--- src/hdl/lsch_pkg.sv ---
package lsch_pkg;

	// Widths of the fields on the request and result channels.
	localparam int REQ_W      = 2;
	localparam int ID_W       = 8;
	localparam int TK_PORT_W  = 16;
	localparam int RND_W      = 31;
	localparam int IDX_W      = 4;
	localparam int STATUS_W   = 2;
	localparam int WINTK_W    = 20;
	localparam int SLOT_W     = 4;
	localparam int WINS_W     = 32;
	localparam int TOTAL_W    = 20;

	// Widest table address that the block supports.
	localparam int MAX_AW     = 8;

	localparam logic [REQ_W-1:0] REQ_INSERT = 2'd0;
	localparam logic [REQ_W-1:0] REQ_DRAW   = 2'd1;
	localparam logic [REQ_W-1:0] REQ_READ   = 2'd2;

	localparam logic [STATUS_W-1:0] ST_OK     = 2'd0;
	localparam logic [STATUS_W-1:0] ST_FULL   = 2'd1;
	localparam logic [STATUS_W-1:0] ST_EMPTY  = 2'd2;
	localparam logic [STATUS_W-1:0] ST_BADIDX = 2'd3;

	typedef struct packed {
		logic                 we;
		logic [MAX_AW-1:0]    addr;
		logic [ID_W-1:0]      id;
		logic [TK_PORT_W-1:0] tickets;
		logic [WINS_W-1:0]    wins;
	} tbl_wr_t;

endpackage

--- src/hdl/lottery_scheduler.sv ---
// Lottery scheduler with a table of clients, their tickets and win counts.
// Requests arrive on the in_valid / in_ready channel: insert a client, draw
// a winner with a supplied random value, or read one entry back. Every
// request gives exactly one result on the out_valid / out_ready channel.
// The block works on one request at a time and holds in_ready low while
// it is busy.
// Insert, the unused code, a read beyond the table and a draw refused for a
// zero total go from execution straight to the output state; a read that
// hits first passes the S_RDW state, as the table memory read is registered.
// A draw runs a bit-serial modulo of the random value by the ticket total,
// one quotient bit a cycle on the shared subtractor, then walks the entries
// from the newest one to the winner; each walk step is one read of the table
// memory and one subtraction on that same unit. A new request is taken only
// once the previous result has entered the output register.
// Reset empties the table (the entry count and the ticket total go to zero)
// and drops any pending result. The result sits in an output register; if
// the receiver stalls, the next request is still accepted and worked on,
// and it waits at its end until the output register is free.
module lottery_scheduler
	import lsch_pkg::*;
#(
	parameter int MAX_CLIENTS = 16,
	parameter int TICKET_BITS = 16
) (
	input  logic                  clk,
	input  logic                  arst_n,
	input  logic                  in_valid,
	output logic                  in_ready,
	input  logic [REQ_W-1:0]      req_type,
	input  logic [ID_W-1:0]       client_id,
	input  logic [TK_PORT_W-1:0]  ticket_count,
	input  logic [RND_W-1:0]      random_value,
	input  logic [IDX_W-1:0]      entry_index,
	output logic                  out_valid,
	input  logic                  out_ready,
	output logic [STATUS_W-1:0]   status,
	output logic [WINTK_W-1:0]    winning_ticket,
	output logic [SLOT_W-1:0]     winner_slot,
	output logic [ID_W-1:0]       id_out,
	output logic [TK_PORT_W-1:0]  tickets_out,
	output logic [WINS_W-1:0]     wins_out,
	output logic [TOTAL_W-1:0]    total_out
);

	localparam int TW    = (TICKET_BITS < TK_PORT_W) ? TICKET_BITS : TK_PORT_W;
	localparam int AW    = $clog2(MAX_CLIENTS);
	localparam int CW    = $clog2(MAX_CLIENTS + 1);
	localparam int TOT_W = TW + CW;
	localparam int BIT_W = $clog2(RND_W);

	localparam logic [2:0] S_IDLE = 3'd0;
	localparam logic [2:0] S_EXEC = 3'd1;
	localparam logic [2:0] S_DIV  = 3'd2;
	localparam logic [2:0] S_WRD  = 3'd3;
	localparam logic [2:0] S_WCHK = 3'd4;
	localparam logic [2:0] S_RDW  = 3'd5;
	localparam logic [2:0] S_OUT  = 3'd6;

	logic [2:0]          state_q;
	logic [REQ_W-1:0]    req_q;
	logic [ID_W-1:0]     id_q;
	logic [TW-1:0]       tk_q;
	logic [RND_W-1:0]    rnd_q;
	logic [IDX_W-1:0]    idx_q;
	logic [CW-1:0]       count_q;
	logic [TOT_W-1:0]    total_q;
	logic [TOT_W-1:0]    rem_q;
	logic [TOT_W-1:0]    win_q;
	logic [BIT_W-1:0]    bit_q;
	logic [CW-1:0]       k_q;

	logic [STATUS_W-1:0]  res_status_q;
	logic [TOT_W-1:0]     res_win_q;
	logic [AW-1:0]        res_slot_q;
	logic [ID_W-1:0]      res_id_q;
	logic [TK_PORT_W-1:0] res_tk_q;
	logic [WINS_W-1:0]    res_wins_q;

	logic                  out_valid_q;
	logic [STATUS_W-1:0]   out_status_q;
	logic [WINTK_W-1:0]    out_win_q;
	logic [SLOT_W-1:0]     out_slot_q;
	logic [ID_W-1:0]       out_id_q;
	logic [TK_PORT_W-1:0]  out_tk_q;
	logic [WINS_W-1:0]     out_wins_q;
	logic [TOTAL_W-1:0]    out_total_q;

	logic                  accept;
	logic                  full;
	logic [AW-1:0]         walk_slot;
	logic [TOT_W:0]        alu_a;
	logic [TOT_W:0]        alu_b;
	logic [TOT_W:0]        alu_diff;
	logic                  alu_borrow;
	logic [TOT_W-1:0]      div_next;
	logic [WINS_W-1:0]     wins_inc;

	tbl_wr_t               tbl_wr;
	logic                  rd_en;
	logic [AW-1:0]         rd_addr;
	logic [ID_W-1:0]       rd_id;
	logic [TW-1:0]         rd_tickets;
	logic [WINS_W-1:0]     rd_wins;

	assign in_ready  = (state_q == S_IDLE);
	assign accept    = in_valid && in_ready;
	assign full      = (count_q == CW'(MAX_CLIENTS));
	assign walk_slot = AW'(k_q - 1'b1);
	assign wins_inc  = (rd_wins == '1) ? rd_wins : rd_wins + 1'b1;

	// The subtractor serves both the restoring division and the walk, where
	// the remaining distance to the winning ticket shrinks by each entry's
	// tickets until it would go negative.
	always_comb begin
		if (state_q == S_DIV) begin
			alu_a = {rem_q, rnd_q[bit_q]};
			alu_b = (TOT_W + 1)'(total_q);
		end else begin
			alu_a = (TOT_W + 1)'(rem_q);
			alu_b = (TOT_W + 1)'(rd_tickets);
		end
	end

	assign div_next = alu_borrow ? alu_a[TOT_W-1:0] : alu_diff[TOT_W-1:0];

	lsch_alu #(
		.W (TOT_W + 1)
	) u_alu (
		.a      (alu_a),
		.b      (alu_b),
		.diff   (alu_diff),
		.borrow (alu_borrow)
	);

	always_comb begin
		tbl_wr  = '0;
		rd_en   = 1'b0;
		rd_addr = '0;
		if (state_q == S_EXEC && req_q == REQ_INSERT && !full) begin
			tbl_wr.we      = 1'b1;
			tbl_wr.addr    = MAX_AW'(count_q[AW-1:0]);
			tbl_wr.id      = id_q;
			tbl_wr.tickets = TK_PORT_W'(tk_q);
			tbl_wr.wins    = '0;
		end else if (state_q == S_WCHK && alu_borrow) begin
			tbl_wr.we      = 1'b1;
			tbl_wr.addr    = MAX_AW'(walk_slot);
			tbl_wr.id      = rd_id;
			tbl_wr.tickets = TK_PORT_W'(rd_tickets);
			tbl_wr.wins    = wins_inc;
		end
		if (state_q == S_EXEC) begin
			rd_en   = 1'b1;
			rd_addr = AW'(idx_q);
		end else if (state_q == S_WRD) begin
			rd_en   = 1'b1;
			rd_addr = walk_slot;
		end
	end

	lsch_table #(
		.DEPTH (MAX_CLIENTS),
		.AW    (AW),
		.TW    (TW)
	) u_table (
		.clk        (clk),
		.wr         (tbl_wr),
		.rd_en      (rd_en),
		.rd_addr    (rd_addr),
		.rd_id      (rd_id),
		.rd_tickets (rd_tickets),
		.rd_wins    (rd_wins)
	);

	always_ff @(posedge clk) begin
		if (accept) begin
			req_q <= req_type;
			id_q  <= client_id;
			tk_q  <= ticket_count[TW-1:0];
			rnd_q <= random_value;
			idx_q <= entry_index;
		end
	end

	always_ff @(posedge clk or negedge arst_n) begin
		if (!arst_n) begin
			state_q <= S_IDLE;
			count_q <= '0;
			total_q <= '0;
		end else begin
			case (state_q)
				S_IDLE: begin
					if (accept) state_q <= S_EXEC;
				end
				S_EXEC: begin
					res_status_q <= ST_OK;
					res_win_q    <= '0;
					res_slot_q   <= '0;
					res_id_q     <= '0;
					res_tk_q     <= '0;
					res_wins_q   <= '0;
					state_q      <= S_OUT;
					case (req_q)
						REQ_INSERT: begin
							if (full) begin
								res_status_q <= ST_FULL;
							end else begin
								res_slot_q <= count_q[AW-1:0];
								res_id_q   <= id_q;
								res_tk_q   <= TK_PORT_W'(tk_q);
								count_q    <= count_q + 1'b1;
								total_q    <= total_q + TOT_W'(tk_q);
							end
						end
						REQ_DRAW: begin
							if (total_q == '0) begin
								res_status_q <= ST_EMPTY;
							end else begin
								rem_q   <= '0;
								bit_q   <= BIT_W'(RND_W - 1);
								state_q <= S_DIV;
							end
						end
						REQ_READ: begin
							if (32'(idx_q) >= 32'(count_q)) begin
								res_status_q <= ST_BADIDX;
							end else begin
								res_slot_q <= AW'(idx_q);
								state_q    <= S_RDW;
							end
						end
						default: ;
					endcase
				end
				S_DIV: begin
					rem_q <= div_next;
					bit_q <= bit_q - 1'b1;
					if (bit_q == '0) begin
						win_q   <= div_next;
						k_q     <= count_q;
						state_q <= S_WRD;
					end
				end
				S_WRD: begin
					state_q <= S_WCHK;
				end
				S_WCHK: begin
					if (alu_borrow) begin
						res_win_q  <= win_q;
						res_slot_q <= walk_slot;
						res_id_q   <= rd_id;
						res_tk_q   <= TK_PORT_W'(rd_tickets);
						res_wins_q <= wins_inc;
						state_q    <= S_OUT;
					end else if (k_q == CW'(1)) begin
						// The whole table summed to no more than the ticket;
						// this cannot happen while the total is kept right.
						res_status_q <= ST_EMPTY;
						state_q      <= S_OUT;
					end else begin
						rem_q   <= alu_diff[TOT_W-1:0];
						k_q     <= k_q - 1'b1;
						state_q <= S_WRD;
					end
				end
				S_RDW: begin
					res_id_q   <= rd_id;
					res_tk_q   <= TK_PORT_W'(rd_tickets);
					res_wins_q <= rd_wins;
					state_q    <= S_OUT;
				end
				S_OUT: begin
					if (!out_valid_q || out_ready) state_q <= S_IDLE;
				end
				default: state_q <= S_IDLE;
			endcase
		end
	end

	always_ff @(posedge clk or negedge arst_n) begin
		if (!arst_n) begin
			out_valid_q <= 1'b0;
		end else if (state_q == S_OUT && (!out_valid_q || out_ready)) begin
			out_valid_q <= 1'b1;
		end else if (out_ready) begin
			out_valid_q <= 1'b0;
		end
	end

	always_ff @(posedge clk) begin
		if (state_q == S_OUT && (!out_valid_q || out_ready)) begin
			out_status_q <= res_status_q;
			out_win_q    <= WINTK_W'(res_win_q);
			out_slot_q   <= SLOT_W'(MAX_AW'(res_slot_q));
			out_id_q     <= res_id_q;
			out_tk_q     <= res_tk_q;
			out_wins_q   <= res_wins_q;
			out_total_q  <= TOTAL_W'(total_q);
		end
	end

	assign out_valid      = out_valid_q;
	assign status         = out_status_q;
	assign winning_ticket = out_win_q;
	assign winner_slot    = out_slot_q;
	assign id_out         = out_id_q;
	assign tickets_out    = out_tk_q;
	assign wins_out       = out_wins_q;
	assign total_out      = out_total_q;

	a_count_bound: assert property (@(posedge clk) disable iff (!arst_n)
		32'(count_q) <= MAX_CLIENTS)
		else $error("entry count beyond table depth");

	a_rem_below_total: assert property (@(posedge clk) disable iff (!arst_n)
		(state_q == S_DIV) |-> (rem_q < total_q))
		else $error("partial remainder not below ticket total");

	a_accept_exec: assert property (@(posedge clk) disable iff (!arst_n)
		accept |=> (state_q == S_EXEC))
		else $error("accepted request not taken into execution");

	a_walk_in_table: assert property (@(posedge clk) disable iff (!arst_n)
		(state_q == S_WCHK) |-> (k_q != '0 && k_q <= count_q))
		else $error("walk outside the filled part of the table");

endmodule

--- src/hdl/lsch_alu.sv ---
module lsch_alu
	import lsch_pkg::*;
#(
	parameter int W = 22
) (
	input  logic [W-1:0] a,
	input  logic [W-1:0] b,
	output logic [W-1:0] diff,
	output logic         borrow
);

	// Shared subtractor: a borrow means a is below b.
	assign {borrow, diff} = {1'b0, a} - {1'b0, b};

endmodule

--- src/hdl/lsch_table.sv ---
module lsch_table
	import lsch_pkg::*;
#(
	parameter int DEPTH = 16,
	parameter int AW    = 4,
	parameter int TW    = 16
) (
	input  logic           clk,
	input  tbl_wr_t        wr,
	input  logic           rd_en,
	input  logic [AW-1:0]  rd_addr,
	output logic [ID_W-1:0]   rd_id,
	output logic [TW-1:0]     rd_tickets,
	output logic [WINS_W-1:0] rd_wins
);

	logic [ID_W-1:0]   ids_mem     [DEPTH];
	logic [TW-1:0]     tickets_mem [DEPTH];
	logic [WINS_W-1:0] wins_mem    [DEPTH];

	always_ff @(posedge clk) begin
		if (wr.we) begin
			ids_mem[wr.addr[AW-1:0]]     <= wr.id;
			tickets_mem[wr.addr[AW-1:0]] <= wr.tickets[TW-1:0];
			wins_mem[wr.addr[AW-1:0]]    <= wr.wins;
		end
	end

	always_ff @(posedge clk) begin
		if (rd_en) begin
			rd_id      <= ids_mem[rd_addr];
			rd_tickets <= tickets_mem[rd_addr];
			rd_wins    <= wins_mem[rd_addr];
		end
	end

endmodule

--- config.mk ---
export PLATFORM = sky130hd
export DESIGN_NAME = lottery_scheduler
export DESIGN_NICKNAME = d
export VERILOG_FILES = /design/src/hdl/lsch_pkg.sv /design/src/hdl/lottery_scheduler.sv /design/src/hdl/lsch_alu.sv /design/src/hdl/lsch_table.sv
export SDC_FILE = /design/constraint.sdc
export NUM_CORES = 2
export LEC_CHECK = 0
export BUFFER_PORTS_ARGS = -buffer_cell sky130_fd_sc_hd__buf_2
export CORE_AREA = 2 2 296 298
export CTS_CLUSTER_SIZE = 10
export DETAILED_ROUTE_END_ITERATION = 6
export DIE_AREA = 0 0 298 300
export GPL_TIMING_DRIVEN = 0
export HOLD_SLACK_MARGIN = 0.15
export PLACE_DENSITY = 0.87
export SLEW_MARGIN = 40
export SYNTH_ARGS = -nofsm -noshare
export SYNTH_HDL_FRONTEND = slang
export SYNTH_SLANG_ARGS = --single-unit
--- constraint.sdc ---
create_clock -name clk -period 9.75 [get_ports clk]
set_clock_uncertainty 0.2 [all_clocks]
set_input_delay 1.95 -clock clk [delete_from_list [all_inputs] [get_ports clk]]
set_output_delay 1.95 -clock clk [all_outputs]
set_load 0.01 [all_outputs]
==> metrics.csv <==
stage,metric,value,unit
synthesis,synth.cell_area,53100,um2
synthesis,synthTopCellsByArea,"edfxtp_1 71%, nand2_1 4.5%, a211oi_1 4.0%",
clocking,cts_resized,0,
critical_path,cp.required,9.99,ns
synthesis,syn_nets,3933,
detailed_routing,drtIter0Drc,6600,
sta,rsz0062_at_grt,no,
synthesis,yosysMostFrequentCell,edfxtp_1,
sta,fin_setup_tns,0,ns
cells_and_area,drive_gt1_share,12.7,%
sta,setup_violations,0,
synthesis,ys.flop_type,edfxtp_1,
clocking,cts_buffer_depth,3,
synthesis,ys_types,75,
synthesis,synth_seq_cells,1278,
sta,fin_crit_sh,74.8,%
synthesis,yosysWarnings,0,
global_route,grt_use_total,34.3,%
detailed_routing,vias,37723,
synthesis,synth_adder_area_share,1.28,%
cells_and_area,nets,4295,
floorplan,coreArea,86200,um2
cells_and_area,fin_util,70.2,%
clocking,path_clk_slew,0.06,ns
detailed_routing,vias_per_cell,7.00,
global_route,antenna_found_initial,5,
floorplan,rows,108,
clocking,cts_tree,yes,
global_route,grt_pass1_vias,37286,
cells_and_area,syn2layout_area_growth,14.0,%
synthesis,synth.largest_area_cell,edfxtp_1,
place,portBuffers,168,
status,violations,DRC,
clocking,postCtsSetupBuffers,0,
power,p_per_area,307,nW/um2
detailed_routing,firstDrtPassIters,7,
global_route,grt-ovfl-total,0,
synthesis,synth-xor-area-share,1.58,%
global_route,grt_max_degree,44,
synthesis,synthSimpleGateAreaFrac,10.4,%
floorplan,ioPinCount,169,
floorplan,start_util,61.6,%
synthesis,synth_compound_area_share,11.3,%
sta,maxSlewHeadroom,34.5,%
synthesis,syn_avg_cell_area,13.9,um2
synthesis,async_reset_ff_share,2.35,%
synthesis,synth_top_area_share,70.5,%
floorplan,die_area,89400,um2
place,dp.final_hpwl,96900,um
synthesis,synthMuxAreaShare,1.37,%
clocking,hold_buffers,0,
critical_path,cp-start-kind,flip-flop,
sta,whs,0.214,ns
critical_path,reg2reg_slack,2.45,ns
sta,final_hold_viol_count,0,
floorplan,die_h,300,um
synthesis,syn_inst,3815,
clocking,clock-sinks,1278,
status,status,finished with violations,
clocking,cts_max_level,4,
place,post_dp_cell_area,56400,um2
synthesis,synth_edf_count,1248,
hold_path,worstHoldPathType,reg -> reg,
critical_path,cp.arrival,7.54,ns
global_route,grt_pass1_wl,228000,um
clocking,cts_root_buffer,clkbuf_16,
sta,tightestPinTransition,0.981,ns
detailed_routing,drc,1,
cells_and_area,final_cell_area,60600,um2
detailed_routing,drtAntennaViolNets,0,
place,pre_cts_slack,2.66,ns
synthesis,synth_seq_area_share,71.9,%
floorplan,die_w,298,um
detailed_routing,wl_per_cell,29.0,um
synthesis,synthTopCellsByCount,"1248 x edfxtp_1, 633 x nand2_1, 284 x a211oi_1, 229 x and2_1, 206 x clkbuf_1",
synthesis,synth_top_family_by_area,compound AO/OA/AOI/OAI gates,
sta,drv_slew,0,
place,globalplace.congestion,0.928,
sta,clock.fmax,137,MHz
sta,setup_slack,2.45,ns
detailed_routing,wl,156000,um
clocking,cts_made_buffers,147,
critical_path,crit_fanout,10,
power,p_leak,20.5,nW
power,irDropWorstVdd,0.232,mV
job,maxCapViolCount,0,
sta,period_minus_slack,7.30,ns
clocking,clock_latency,0.78,ns
critical_path,crit_type,reg -> reg,
critical_path,cp-end-kind,flip-flop,
==> routing by layer <==
metal / global-route usage, % / vias up / share of wire (%)
li1: - / 15193 / -
met3: 10.6 / 903 / 15
met1: 42.7 / 17788 / 32
met2: 53.5 / 3837 / 46
met5: 0 / - / 0.013
met4: 20.6 / 2 / 7.0
==> power by group <==
part | internal (mW) | switching (mW) | leakage (nW)
logic | 1.99 | 4.33 | 6.38
registers | 6.97 | 0.365 | 12.1
clock network | 2.79 | 2.14 | 2.00
==> placed cells by master (no fill, tap or decap), types with 10 or more instances in the layout <==
cell type / n
a211oi_1: 283
a21o_1: 11
a21oi_1: 156
a22o_1: 24
a311oi_1: 112
a31oi_1: 114
and2_0: 17
and2_1: 216
and2_4: 13
and3_1: 25
buf_1: 11
buf_12: 22
buf_2: 204
buf_4: 10
clkbuf_1: 222
clkbuf_16: 149
clkbuf_2: 16
dfrtp_1: 30
edfxtp_1: 1248
ha_1: 51
inv_1: 36
mux2_2: 10
mux2i_1: 41
nand2_1: 633
nand2b_1: 16
nand3_1: 35
nand4_1: 13
nor2_1: 89
nor2_2: 28
nor3_1: 16
nor3b_1: 10
o21ai_0: 78
o2bb2ai_1: 10
or3_1: 10
xnor2_1: 48
xor2_1: 46
==> state kept, by name (all words and copies together), names as in the netlist, 20 cells and up <==
register             flops
rem_q                   21
res_win_q               20
res_wins_q              32
rnd_q                   31
total_out               20
total_q                 21
u_table.ids_mem        128
u_table.rd_wins         32
u_table.tickets_mem    256
u_table.wins_mem       512
win_q                   20
winning_ticket          20
wins_out                32
==> worst max-delay path, cell delays in order (launching register included) <==
cell and delay, ns:
dfrtp_1 0.57, nand2b_1 0.28, nor2_1 0.25, buf_1 0.56, clkbuf_1 0.55, clkbuf_1 0.58, nand2_1 0.12, nand2_1 0.12
ha_1 0.22, fa_1 0.23, nand2b_1 0.14, a21oi_1 0.11, o21ai_1 0.33, a211oi_2 0.15, o211a_1 0.35, nor3b_2 0.49
a21oi_1 0.16, nor3b_2 0.53, buf_4 0.28, buf_2 0.24, buf_4 0.22, buf_2 0.25
==> stage by stage <==
stage,power [mW],std cells
4_1_cts,18.2,5377
2_1_floorplan,11.2,3815
6_report,18.6,5387
3_5_place_dp,13.3,5182
5_1_grt,19.1,5378
3_3_place_gp,13.0,5138
==> area by class of cell <==
cell class / instances / area (um2)
multi-input combinational: 2243 / 13900
tap: 1155 / 1450
clock inverter: 17 / 290
clock buffer: 178 / 3840
inverter: 37 / 144
fill: 5028 / 25600
timing repair buffer: 213 / 1620
antenna: 9 / 22.5
buffer: 257 / 1040
sequential: 1278 / 38200
==> logic make-up (layout without fill, tap and decap cells) <==
family / count (synthesis) / in the layout
XOR/XNOR: 95 / 95
buffers and inverters: 294 / 702
AND/OR/NAND/NOR: 1178 / 1178
adder cells (fa/ha/maj): 53 / 53
AO/OA/AOI/OAI: 857 / 857
flip-flops: 1278 / 1278
multiplexers: 60 / 60
other: 0 / 9
==> worst paths after layout <==
check,startpoint,to,cells past startpoint
setup / recovery,state_q[0],res_wins_q[11],21
hold / removal,res_wins_q[12],wins_out[12],0
setup reg to reg,state_q[0],res_wins_q[11],21
hold reg to reg,res_wins_q[12],wins_out[12],0
max in group asynchronous,arst_n,total_q[6],1
min in group asynchronous,arst_n,out_valid,1
No activity file was read; power rests on OpenSTA's default activity.
